### config.mk
export PLATFORM = sky130hd
export DESIGN_NAME = window_decimator
export DESIGN_NICKNAME = d
export VERILOG_FILES = /design/src/hdl/wdec_pkg.sv /design/src/hdl/wdec_fifo.sv /design/src/hdl/wdec_front.sv /design/src/hdl/wdec_back.sv /design/src/hdl/window_decimator.sv
export SDC_FILE = /design/constraint.sdc
export NUM_CORES = 1
export LEC_CHECK = 0
export BUFFER_PORTS_ARGS = -buffer_cell sky130_fd_sc_hd__buf_2
export CAP_MARGIN = 20
export CORE_ASPECT_RATIO = 1.25
export CORE_MARGIN = 3
export CORE_UTILIZATION = 55
export CTS_BUF_LIST = sky130_fd_sc_hd__clkbuf_4
export DETAILED_ROUTE_END_ITERATION = 12
export PLACE_DENSITY = 0.75
export SYNTH_ARGS = -nofsm -noshare
export SYNTH_HDL_FRONTEND = slang
export SYNTH_SLANG_ARGS = --single-unit
export TNS_END_PERCENT = 100
### constraint.sdc
create_clock -name i_clk -period 11.7 [get_ports i_clk]
set_input_delay 1.755 -clock i_clk [delete_from_list [all_inputs] [get_ports i_clk]]
set_output_delay 1.755 -clock i_clk [all_outputs]
set_load 0.05 [all_outputs]
### src/hdl/wdec_pkg.sv
// shared types and codes for the window decimator
// used by wdec_front, wdec_back and window_decimator; depends on nothing
`timescale 1ns / 1ps
`default_nettype none

package wdec_pkg;

    // configuration port
    localparam int CFG_INDEX_W = 2;
    localparam int CFG_DATA_W  = 11;

    localparam logic [CFG_INDEX_W-1:0] REG_MODE          = 2'd0;
    localparam logic [CFG_INDEX_W-1:0] REG_WINDOW_LENGTH = 2'd1;

    // mode register codes
    localparam logic [1:0] MODE_KEEP   = 2'd0;
    localparam logic [1:0] MODE_AVG    = 2'd1;
    localparam logic [1:0] MODE_MINMAX = 2'd2;

    // result kind codes
    localparam logic [1:0] KIND_KEEP = 2'd0;
    localparam logic [1:0] KIND_AVG  = 2'd1;
    localparam logic [1:0] KIND_MIN  = 2'd2;
    localparam logic [1:0] KIND_MAX  = 2'd3;

    // job type passed through the queue
    typedef enum logic [1:0] {
        OP_KEEP   = 2'd0,
        OP_AVG    = 2'd1,
        OP_MINMAX = 2'd2
    } t_op;

    localparam int OP_W = 2;

    // back part sequencer
    typedef enum logic [3:0] {
        S_IDLE   = 4'b0001,
        S_DIV    = 4'b0010,
        S_EMIT_A = 4'b0100,
        S_EMIT_B = 4'b1000
    } t_back_state;

endpackage

`default_nettype wire

### src/hdl/wdec_fifo.sv
// two-entry job queue between the front and back parts
// depends on nothing
`timescale 1ns / 1ps
`default_nettype none

module wdec_fifo #(
    parameter int W = 8
) (
    input  wire logic         i_clk,
    input  wire logic         i_rst_n,
    input  wire logic         i_push,
    input  wire logic [W-1:0] i_data,
    output logic              o_full,
    output logic              o_valid,
    input  wire logic         i_pop,
    output logic [W-1:0]      o_data
);

    logic [W-1:0] r_mem [2];
    logic         r_wr;
    logic         r_rd;
    logic [1:0]   r_count;

    assign o_full  = r_count == 2'd2;
    assign o_valid = r_count != 2'd0;
    assign o_data  = r_mem[r_rd];

    always_ff @(posedge i_clk) begin
        if (!i_rst_n) begin
            r_wr    <= 1'b0;
            r_rd    <= 1'b0;
            r_count <= 2'd0;
        end else begin
            if (i_push) begin
                r_wr <= ~r_wr;
            end
            if (i_pop) begin
                r_rd <= ~r_rd;
            end
            if (i_push && !i_pop) begin
                r_count <= r_count + 2'd1;
            end else if (!i_push && i_pop) begin
                r_count <= r_count - 2'd1;
            end
        end
    end

    always_ff @(posedge i_clk) begin
        if (i_push) begin
            r_mem[r_wr] <= i_data;
        end
    end

    a_no_push_full: assert property (@(posedge i_clk) disable iff (!i_rst_n)
        i_push |-> (!o_full || i_pop))
        else $error("job pushed into a full queue");

    a_no_pop_empty: assert property (@(posedge i_clk) disable iff (!i_rst_n)
        i_pop |-> o_valid)
        else $error("job popped from an empty queue");

endmodule

`default_nettype wire

### src/hdl/wdec_front.sv
// front part: configuration registers, window tracking, job generation
// depends on wdec_pkg
`timescale 1ns / 1ps
`default_nettype none

module wdec_front #(
    parameter int WINDOW_MAX   = 1024,
    parameter int SAMPLE_WIDTH = 32,
    parameter int LEN_W        = 11,
    parameter int POS_W        = 10,
    parameter int SUM_W        = 42
) (
    input  wire logic                              i_clk,
    input  wire logic                              i_rst_n,
    input  wire logic                              i_cfg_valid,
    output logic                                   o_cfg_ready,
    input  wire logic [wdec_pkg::CFG_INDEX_W-1:0]  i_cfg_index,
    input  wire logic [wdec_pkg::CFG_DATA_W-1:0]   i_cfg_data,
    input  wire logic                              i_valid,
    output logic                                   o_ready,
    input  wire logic signed [SAMPLE_WIDTH-1:0]    i_sample,
    input  wire logic                              i_end_of_block,
    input  wire logic                              i_q_full,
    output logic                                   o_push,
    output wdec_pkg::t_op                          o_op,
    output logic [LEN_W-1:0]                       o_len,
    output logic signed [SUM_W-1:0]                o_sum,
    output logic signed [SAMPLE_WIDTH-1:0]         o_va,
    output logic signed [SAMPLE_WIDTH-1:0]         o_vb
);

    logic [1:0]                        r_mode;
    logic [wdec_pkg::CFG_DATA_W-1:0]   r_len_cfg;
    logic [POS_W-1:0]                  r_pos;
    logic signed [SUM_W-1:0]           r_sum;
    logic signed [SAMPLE_WIDTH-1:0]    r_min;
    logic signed [SAMPLE_WIDTH-1:0]    r_max;

    logic signed [SUM_W-1:0]           n_sum;
    logic signed [SAMPLE_WIDTH-1:0]    n_min;
    logic signed [SAMPLE_WIDTH-1:0]    n_max;

    logic [31:0]      w_len32;
    logic [LEN_W-1:0] w_len;
    logic             w_first;
    logic             w_done;
    logic             w_accept;
    logic             w_cfg_wr;

    assign o_cfg_ready = 1'b1;
    assign w_cfg_wr    = i_cfg_valid;
    assign o_ready     = !i_q_full;
    assign w_accept    = i_valid && o_ready;

    // zero length acts as one, long windows saturate
    always_comb begin
        if (r_len_cfg == '0) begin
            w_len32 = 32'd1;
        end else if (32'(r_len_cfg) > 32'(WINDOW_MAX)) begin
            w_len32 = 32'(WINDOW_MAX);
        end else begin
            w_len32 = 32'(r_len_cfg);
        end
    end
    assign w_len = w_len32[LEN_W-1:0];

    assign w_first = r_pos == '0;
    assign w_done  = (LEN_W'(r_pos) + LEN_W'(1)) >= w_len;

    always_comb begin
        if (w_first) begin
            n_sum = SUM_W'(i_sample);
            n_min = i_sample;
            n_max = i_sample;
        end else begin
            n_sum = r_sum + SUM_W'(i_sample);
            n_min = (i_sample < r_min) ? i_sample : r_min;
            n_max = (i_sample > r_max) ? i_sample : r_max;
        end
    end

    always_comb begin
        o_push = 1'b0;
        o_op   = wdec_pkg::OP_KEEP;
        o_va   = n_min;
        unique case (r_mode)
            wdec_pkg::MODE_KEEP: begin
                o_push = w_accept && w_first;
                o_va   = i_sample;
            end
            wdec_pkg::MODE_AVG: begin
                o_push = w_accept && w_done;
                o_op   = wdec_pkg::OP_AVG;
            end
            wdec_pkg::MODE_MINMAX: begin
                o_push = w_accept && w_done;
                o_op   = wdec_pkg::OP_MINMAX;
            end
            default: begin
                o_push = 1'b0;
            end
        endcase
    end

    assign o_len = w_len;
    assign o_sum = n_sum;
    assign o_vb  = n_max;

    always_ff @(posedge i_clk) begin
        if (!i_rst_n) begin
            r_mode    <= wdec_pkg::MODE_AVG;
            r_len_cfg <= wdec_pkg::CFG_DATA_W'(1);
            r_pos     <= '0;
        end else if (w_cfg_wr) begin
            // a write to the mode or window length register drops the window in progress
            if (i_cfg_index == wdec_pkg::REG_MODE) begin
                r_mode <= i_cfg_data[1:0];
                r_pos  <= '0;
            end else if (i_cfg_index == wdec_pkg::REG_WINDOW_LENGTH) begin
                r_len_cfg <= i_cfg_data;
                r_pos     <= '0;
            end
        end else if (w_accept) begin
            if (w_done || i_end_of_block) begin
                r_pos <= '0;
            end else begin
                r_pos <= r_pos + POS_W'(1);
            end
        end
    end

    always_ff @(posedge i_clk) begin
        if (w_accept) begin
            r_sum <= n_sum;
            r_min <= n_min;
            r_max <= n_max;
        end
    end

endmodule

`default_nettype wire

### src/hdl/wdec_back.sv
// back part: pops jobs, runs the restoring divider, drives the result register
// depends on wdec_pkg
`timescale 1ns / 1ps
`default_nettype none

module wdec_back #(
    parameter int SAMPLE_WIDTH = 32,
    parameter int LEN_W        = 11,
    parameter int SUM_W        = 42
) (
    input  wire logic                           i_clk,
    input  wire logic                           i_rst_n,
    input  wire logic                           i_q_valid,
    output logic                                o_q_pop,
    input  wire wdec_pkg::t_op                  i_op,
    input  wire logic [LEN_W-1:0]               i_len,
    input  wire logic signed [SUM_W-1:0]        i_sum,
    input  wire logic signed [SAMPLE_WIDTH-1:0] i_va,
    input  wire logic signed [SAMPLE_WIDTH-1:0] i_vb,
    output logic                                o_valid,
    input  wire logic                           i_ready,
    output logic signed [SAMPLE_WIDTH-1:0]      o_value,
    output logic [1:0]                          o_kind,
    output logic                                o_last_of_run,
    output logic [15:0]                         o_sequence_res
);

    localparam int CNT_W = $clog2(SUM_W + 1);

    wdec_pkg::t_back_state r_state;
    wdec_pkg::t_back_state n_state;

    wdec_pkg::t_op                  r_op;
    logic signed [SAMPLE_WIDTH-1:0] r_va;
    logic signed [SAMPLE_WIDTH-1:0] r_vb;
    logic [LEN_W-1:0]               r_len;
    logic                           r_neg;
    logic [SUM_W-1:0]               r_quo;
    logic [LEN_W-1:0]               r_rem;
    logic [CNT_W-1:0]               r_cnt;
    logic [15:0]                    r_seq;

    logic                           r_out_valid;
    logic signed [SAMPLE_WIDTH-1:0] r_value;
    logic [1:0]                     r_kind;
    logic                           r_last;

    logic [LEN_W:0]      w_shift;
    logic [LEN_W:0]      w_diff;
    logic                w_ge;
    logic [SUM_W-1:0]    w_quo_signed;
    logic                w_out_free;
    logic                w_load;
    logic signed [SAMPLE_WIDTH-1:0] w_value;
    logic [1:0]          w_kind;
    logic                w_last;

    assign w_out_free = !r_out_valid || i_ready;

    // one quotient bit per cycle
    assign w_shift = {r_rem, r_quo[SUM_W-1]};
    assign w_diff  = w_shift - {1'b0, r_len};
    assign w_ge    = w_shift >= {1'b0, r_len};

    // truncation toward zero: divide magnitudes, then restore the sign
    assign w_quo_signed = r_neg ? ('0 - r_quo) : r_quo;

    always_comb begin
        n_state = r_state;
        o_q_pop = 1'b0;
        w_load  = 1'b0;
        w_value = r_va;
        w_kind  = wdec_pkg::KIND_KEEP;
        w_last  = 1'b1;
        unique case (r_state)
            wdec_pkg::S_IDLE: begin
                if (i_q_valid) begin
                    o_q_pop = 1'b1;
                    n_state = (i_op == wdec_pkg::OP_AVG) ? wdec_pkg::S_DIV
                                                         : wdec_pkg::S_EMIT_A;
                end
            end
            wdec_pkg::S_DIV: begin
                if (r_cnt == CNT_W'(1)) begin
                    n_state = wdec_pkg::S_EMIT_A;
                end
            end
            wdec_pkg::S_EMIT_A: begin
                w_load = w_out_free;
                unique case (r_op)
                    wdec_pkg::OP_AVG: begin
                        w_value = w_quo_signed[SAMPLE_WIDTH-1:0];
                        w_kind  = wdec_pkg::KIND_AVG;
                    end
                    wdec_pkg::OP_MINMAX: begin
                        w_kind = wdec_pkg::KIND_MIN;
                        w_last = 1'b0;
                    end
                    default: begin
                        w_kind = wdec_pkg::KIND_KEEP;
                    end
                endcase
                if (w_out_free) begin
                    n_state = (r_op == wdec_pkg::OP_MINMAX) ? wdec_pkg::S_EMIT_B
                                                            : wdec_pkg::S_IDLE;
                end
            end
            wdec_pkg::S_EMIT_B: begin
                w_load  = w_out_free;
                w_value = r_vb;
                w_kind  = wdec_pkg::KIND_MAX;
                if (w_out_free) begin
                    n_state = wdec_pkg::S_IDLE;
                end
            end
            default: begin
                n_state = wdec_pkg::S_IDLE;
            end
        endcase
    end

    always_ff @(posedge i_clk) begin
        if (!i_rst_n) begin
            r_state     <= wdec_pkg::S_IDLE;
            r_out_valid <= 1'b0;
            r_seq       <= 16'd0;
            r_cnt       <= '0;
        end else begin
            r_state <= n_state;
            if (w_load) begin
                r_out_valid <= 1'b1;
                r_seq       <= r_seq + 16'd1;
            end else if (i_ready) begin
                r_out_valid <= 1'b0;
            end
            if (o_q_pop) begin
                r_cnt <= CNT_W'(SUM_W);
            end else if (r_state == wdec_pkg::S_DIV) begin
                r_cnt <= r_cnt - CNT_W'(1);
            end
        end
    end

    always_ff @(posedge i_clk) begin
        if (o_q_pop) begin
            r_op  <= i_op;
            r_va  <= i_va;
            r_vb  <= i_vb;
            r_len <= i_len;
            r_neg <= i_sum[SUM_W-1];
            r_quo <= i_sum[SUM_W-1] ? ('0 - i_sum) : i_sum;
            r_rem <= '0;
        end else if (r_state == wdec_pkg::S_DIV) begin
            r_rem <= w_ge ? w_diff[LEN_W-1:0] : w_shift[LEN_W-1:0];
            r_quo <= {r_quo[SUM_W-2:0], w_ge};
        end
        if (w_load) begin
            r_value        <= w_value;
            r_kind         <= w_kind;
            r_last         <= w_last;
            o_sequence_res <= r_seq;
        end
    end

    assign o_valid       = r_out_valid;
    assign o_value       = r_value;
    assign o_kind        = r_kind;
    assign o_last_of_run = r_last;

    a_seq_step: assert property (@(posedge i_clk) disable iff (!i_rst_n)
        (o_valid && i_ready) |=>
            (!o_valid || o_sequence_res == 16'($past(o_sequence_res) + 16'd1)))
        else $error("result sequence number skipped or repeated");

    a_min_not_last: assert property (@(posedge i_clk) disable iff (!i_rst_n)
        (o_valid && o_kind == wdec_pkg::KIND_MIN) |-> !o_last_of_run)
        else $error("minimum marked as last of run");

    a_max_after_min: assert property (@(posedge i_clk) disable iff (!i_rst_n)
        (o_valid && i_ready && o_kind == wdec_pkg::KIND_MIN) |=>
            (r_state == wdec_pkg::S_IDLE && o_valid && o_kind == wdec_pkg::KIND_MAX))
        else $error("minimum not followed by its maximum");

endmodule

`default_nettype wire

### src/hdl/window_decimator.sv
// path: a job from the front part goes through the job queue to the back part, which
//   pops it when idle and loads the result register; averages pass the divider first
// throughput: one sample per cycle while the two-entry job queue has room; the back part
//   pops a new job only from its idle state, once the last job's results are loaded
// reset: synchronous, active low; mode 1, window length 1, queue and result empty
`timescale 1ns / 1ps
`default_nettype none

module window_decimator #(
    parameter int WINDOW_MAX   = 1024,
    parameter int SAMPLE_WIDTH = 32
) (
    input  wire logic                              i_clk,
    input  wire logic                              i_rst_n,
    input  wire logic                              i_cfg_valid,
    output logic                                   o_cfg_ready,
    input  wire logic [wdec_pkg::CFG_INDEX_W-1:0]  i_cfg_index,
    input  wire logic [wdec_pkg::CFG_DATA_W-1:0]   i_cfg_data,
    input  wire logic                              i_valid,
    output logic                                   o_ready,
    input  wire logic signed [SAMPLE_WIDTH-1:0]    i_sample,
    input  wire logic                              i_end_of_block,
    output logic                                   o_valid,
    input  wire logic                              i_ready,
    output logic signed [SAMPLE_WIDTH-1:0]         o_value,
    output logic [1:0]                             o_kind,
    output logic                                   o_last_of_run,
    output logic [15:0]                            o_sequence_res
);

    localparam int LEN_W = $clog2(WINDOW_MAX + 1);
    localparam int POS_W = $clog2(WINDOW_MAX);
    localparam int SUM_W = SAMPLE_WIDTH + POS_W;
    localparam int JOB_W = wdec_pkg::OP_W + LEN_W + SUM_W + 2 * SAMPLE_WIDTH;

    logic                           w_push;
    logic                           w_q_full;
    logic                           w_q_valid;
    logic                           w_q_pop;
    wdec_pkg::t_op                  w_f_op;
    logic [LEN_W-1:0]               w_f_len;
    logic signed [SUM_W-1:0]        w_f_sum;
    logic signed [SAMPLE_WIDTH-1:0] w_f_va;
    logic signed [SAMPLE_WIDTH-1:0] w_f_vb;
    logic [JOB_W-1:0]               w_job_in;
    logic [JOB_W-1:0]               w_job_out;

    wdec_front #(
        .WINDOW_MAX   (WINDOW_MAX),
        .SAMPLE_WIDTH (SAMPLE_WIDTH),
        .LEN_W        (LEN_W),
        .POS_W        (POS_W),
        .SUM_W        (SUM_W)
    ) u_front (
        .i_clk          (i_clk),
        .i_rst_n        (i_rst_n),
        .i_cfg_valid    (i_cfg_valid),
        .o_cfg_ready    (o_cfg_ready),
        .i_cfg_index    (i_cfg_index),
        .i_cfg_data     (i_cfg_data),
        .i_valid        (i_valid),
        .o_ready        (o_ready),
        .i_sample       (i_sample),
        .i_end_of_block (i_end_of_block),
        .i_q_full       (w_q_full),
        .o_push         (w_push),
        .o_op           (w_f_op),
        .o_len          (w_f_len),
        .o_sum          (w_f_sum),
        .o_va           (w_f_va),
        .o_vb           (w_f_vb)
    );

    assign w_job_in = {w_f_op, w_f_len, w_f_sum, w_f_va, w_f_vb};

    wdec_fifo #(
        .W (JOB_W)
    ) u_queue (
        .i_clk   (i_clk),
        .i_rst_n (i_rst_n),
        .i_push  (w_push),
        .i_data  (w_job_in),
        .o_full  (w_q_full),
        .o_valid (w_q_valid),
        .i_pop   (w_q_pop),
        .o_data  (w_job_out)
    );

    wdec_back #(
        .SAMPLE_WIDTH (SAMPLE_WIDTH),
        .LEN_W        (LEN_W),
        .SUM_W        (SUM_W)
    ) u_back (
        .i_clk          (i_clk),
        .i_rst_n        (i_rst_n),
        .i_q_valid      (w_q_valid),
        .o_q_pop        (w_q_pop),
        .i_op           (wdec_pkg::t_op'(w_job_out[JOB_W-1 -: wdec_pkg::OP_W])),
        .i_len          (w_job_out[2*SAMPLE_WIDTH+SUM_W +: LEN_W]),
        .i_sum          (w_job_out[2*SAMPLE_WIDTH +: SUM_W]),
        .i_va           (w_job_out[SAMPLE_WIDTH +: SAMPLE_WIDTH]),
        .i_vb           (w_job_out[0 +: SAMPLE_WIDTH]),
        .o_valid        (o_valid),
        .i_ready        (i_ready),
        .o_value        (o_value),
        .o_kind         (o_kind),
        .o_last_of_run  (o_last_of_run),
        .o_sequence_res (o_sequence_res)
    );

endmodule

`default_nettype wire

==> run metrics <==
status finished clean; Iteration-0 DRC Markers 1765; placed wire-length estimate 45600 um; clock-pin slew on the worst setup and hold paths 0.06 ns; Synth Area in Compound Gates 11.0%; pwr dens 204 nW/um^2; Comb pwr share 27.8%; total power 6.45 mW; chip width 210 um; final hold viol count 0; clock sink count 581; Synth area leader edfxtp_1; hold worst-path end u_back.o_sequence_res[15]; Num CTS Buffers 142; post-route ant nets 0; Yosys cell types 83; WL final 66400 um; crit-path max FO 60; CP Class flop to flop; Psw 2.17 mW; RSZ-0062 raised after global routing no; Register-to-Register Path Depth 11; Synth Area in XOR/XNOR 3.94%; layout cell share with drive strength beyond 1 21.5%; Setup Buffers After CTS 0; register area share after synthesis 58.6%; Setup TNS Final 0 ns; Critical Path RT 12.26 ns; port bufs 103; Post-synth EDFFs 515; Post-Syn Nets 2489; post-synth top area share 53.9%; Finish-stage setup viols 0; Worst VDD drop 109 uV; Tightest Pin Transition 1.05 ns; mux share of post-synthesis cell area 8.25%; highest clock rate 0.193 GHz; HP Class flop to flop; Die ar. 54900 um^2; CTS tree built; top-count cell post-synth edfxtp_1; total number of vias 19300; Synth area leaders edfxtp_1 (54%), mux2_2 (6.9%), ha_1 (6.0%), dfxtp_1 (4.6%), o21ai_0 (3.2%); Nets 2668; CTS Hold Bufs 0; crit share post-route 44.4%; Net Sw Frac 33.7%; root buffer cell clkbuf_4; # rows 92; Clock Tree Buf Depth 3; share of total power in the clock network 25.1%; Syn Std Cell Area 28700 um^2; YS warnings 0; maxcap violations 0; largest family of logic cells by synthesized area compound AO/OA/AOI/OAI gates; post-route DRC violation count 0; post-placement worst setup slack 5.92 ns; initial core utilization 56.2%; Area Growth Syn to Fin 10.3%; syn avg cell area 12.5 um^2; Synth Instances 2298; Post-synth top cells edfxtp_1 (515), o21ai_0 (184), nand2_1 (180), mux2_2 (176), ha_1 (138); first-pass GRT wire length 103000 um; Flop pwr share 47.1%; WL/cell 20.5 um; Internal 4.28 mW; gr ovfl total 0; minimum clock period after layout 5.19 ns; IO Pins 105; CP Capture Type flop; main flop type after synthesis edfxtp_1; Via density 5.96; initial antenna violation count 6; worst setup margin 6.51 ns; Die Y 261 um; fraction of the mapped netlist area in adder cells 6.16%; r2r endpoint u_back.r_quo[39]; clk_lat worst skew 0.90 ns; worst slew margin relative to its limit 29.9%; H-tree depth 4; WHS Path Cells 0; vias in the first global route 19200; core area 51000 um^2; largest net degree at the start of global routing 90; Global Route Usage Sum 24.0%; Leakage 12.1 nW; Util after Layout 62.0%; drt first pass iters 5; Slew Viols, Final 0; routability cong. 0.897; R2R Setup Slk 6.51 ns; synthesized flop and latch total 581; CP arrival 5.75 ns; CTS resizes 0; Startpoint Class flop; Final Skew 0.0519 ns; hold wc startpoint u_back.r_seq[15]; FFs w/ async S/R, synth 0%; simple-gate share of the synthesized area 9.13%
[cells by family after synthesis]
| family | count (synthesis) |
|---|---|
| compound gates | 499 |
| xor+xnor | 129 |
| fa+ha+maj | 140 |
| buf+inv | 216 |
| flops | 581 |
| mux | 213 |
| other cells | 1 |
| simple gates | 519 |
[stage by stage]
| stage | std cells | instance area (um^2) | hold slack (ns) |
|---|---|---|---|
| after floorplan | 2298 | 28700 | 0.429 |
| after detailed placement | 2991 | 29900 | 0.438 |
| after global placement | 2991 | 29900 | 0.440 |
| after global routing | 3242 | 31600 | 0.468 |
| after CTS | 3241 | 31600 | 0.453 |
| final | 3243 | 31600 | 0.452 |
[worst max path at each step]
stage,start,endpoint,slack (ns),cells after the start
6_report,flop,u_back.r_quo[39],6.51,11
5_1_grt,flop,u_back.r_quo[35],6.21,11
4_1_cts,u_front.r_pos[0],u_queue.r_mem[0][83],6.54,15
3_5_place_dp,i_sample[9],u_queue.r_mem[1][60],5.92,11
3_3_place_gp,i_sample[9],u_queue.r_mem[0][52],6.05,12
2_1_floorplan,u_front.r_pos[0],u_queue.r_mem[0][0],3.41,13
[worst max-delay path, stage by stage, from the launching register on]
cell,delay [ns]
dfxtp_4,0.62
buf_4,0.61
buf_4,0.69
nor3b_1,0.34
o221ai_1,0.28
nor4_2,0.63
o2111ai_1,0.36
or3_1,0.47
or2_2,0.34
o21ai_0,0.24
xnor2_1,0.15
o21ai_0,0.10
[power by group through the flow]
stage / Combinational (mW) / Clock, mW / Sequential, mW
2_1_floorplan: 1.27 / 0 / 3.07
6_report: 1.79 / 1.62 / 3.04
3_5_place_dp: 1.77 / 0 / 3.07
4_1_cts: 1.78 / 1.67 / 3.03
5_1_grt: 1.96 / 1.77 / 3.07
3_3_place_gp: 1.73 / 0 / 3.05
[cells in the final DEF (no fill, tap or decap), drive strengths merged, types with 21 or more instances in the layout]
cell type | netlist | final
nor2 | 82 | 82
nand2 | 180 | 180
o21ai | 187 | 187
clkbuf | 69 | 194
xnor2 | 56 | 56
and2 | 24 | 24
clkinv | 1 | 45
edfxtp | 515 | 515
nor3 | 32 | 32
a21boi | 21 | 21
dfxtp | 66 | 66
mux2 | 176 | 176
nand4 | 28 | 28
mux2i | 37 | 37
nand2b | 26 | 26
nand3 | 34 | 34
a21o | 46 | 46
ha | 138 | 138
inv | 126 | 130
nor2b | 27 | 27
a21oi | 87 | 87
a22oi | 24 | 24
xor2 | 73 | 73
buf | 20 | 124
[state kept, by name, indices dropped and copies added, names as in the netlist, 2 cells and up, named ones only]
register	flops
u_back.r_vb	32
u_front.r_mode	2
u_front.r_min	32
u_back.r_len	11
u_back.r_va	32
u_back.o_sequence_res	16
u_back.r_op	2
u_back.r_cnt	6
u_front.r_len_cfg	11
u_queue.r_count	2
u_front.r_sum	42
u_front.r_max	32
u_back.r_state	4
u_queue.r_mem	238
u_back.o_kind	2
u_front.r_pos	10
u_back.r_rem	11
u_back.r_quo	42
u_back.r_seq	16
u_back.o_value	32
[cell type report]
class	instances	area, um^2
clock inverter	56	303
antenna	2	5.00
fill	3855	19400
inverter	127	480
sequential	581	16800
multi-input combinational	1501	11100
clock buffer	194	1460
timing repair buffer	124	673
tap	658	823
[routing by layer]
layer | GRT usage, % | vias to the layer above | wire (um)
met5 | 0 | - | 42
met2 | 40.4 | 699 | 32600
met3 | 4.65 | 126 | 4130
li1 | - | 9030 | -
met1 | 31.0 | 9461 | 27900
met4 | 9.46 | 6 | 1730
No activity file was read; power rests on OpenSTA's default activity.
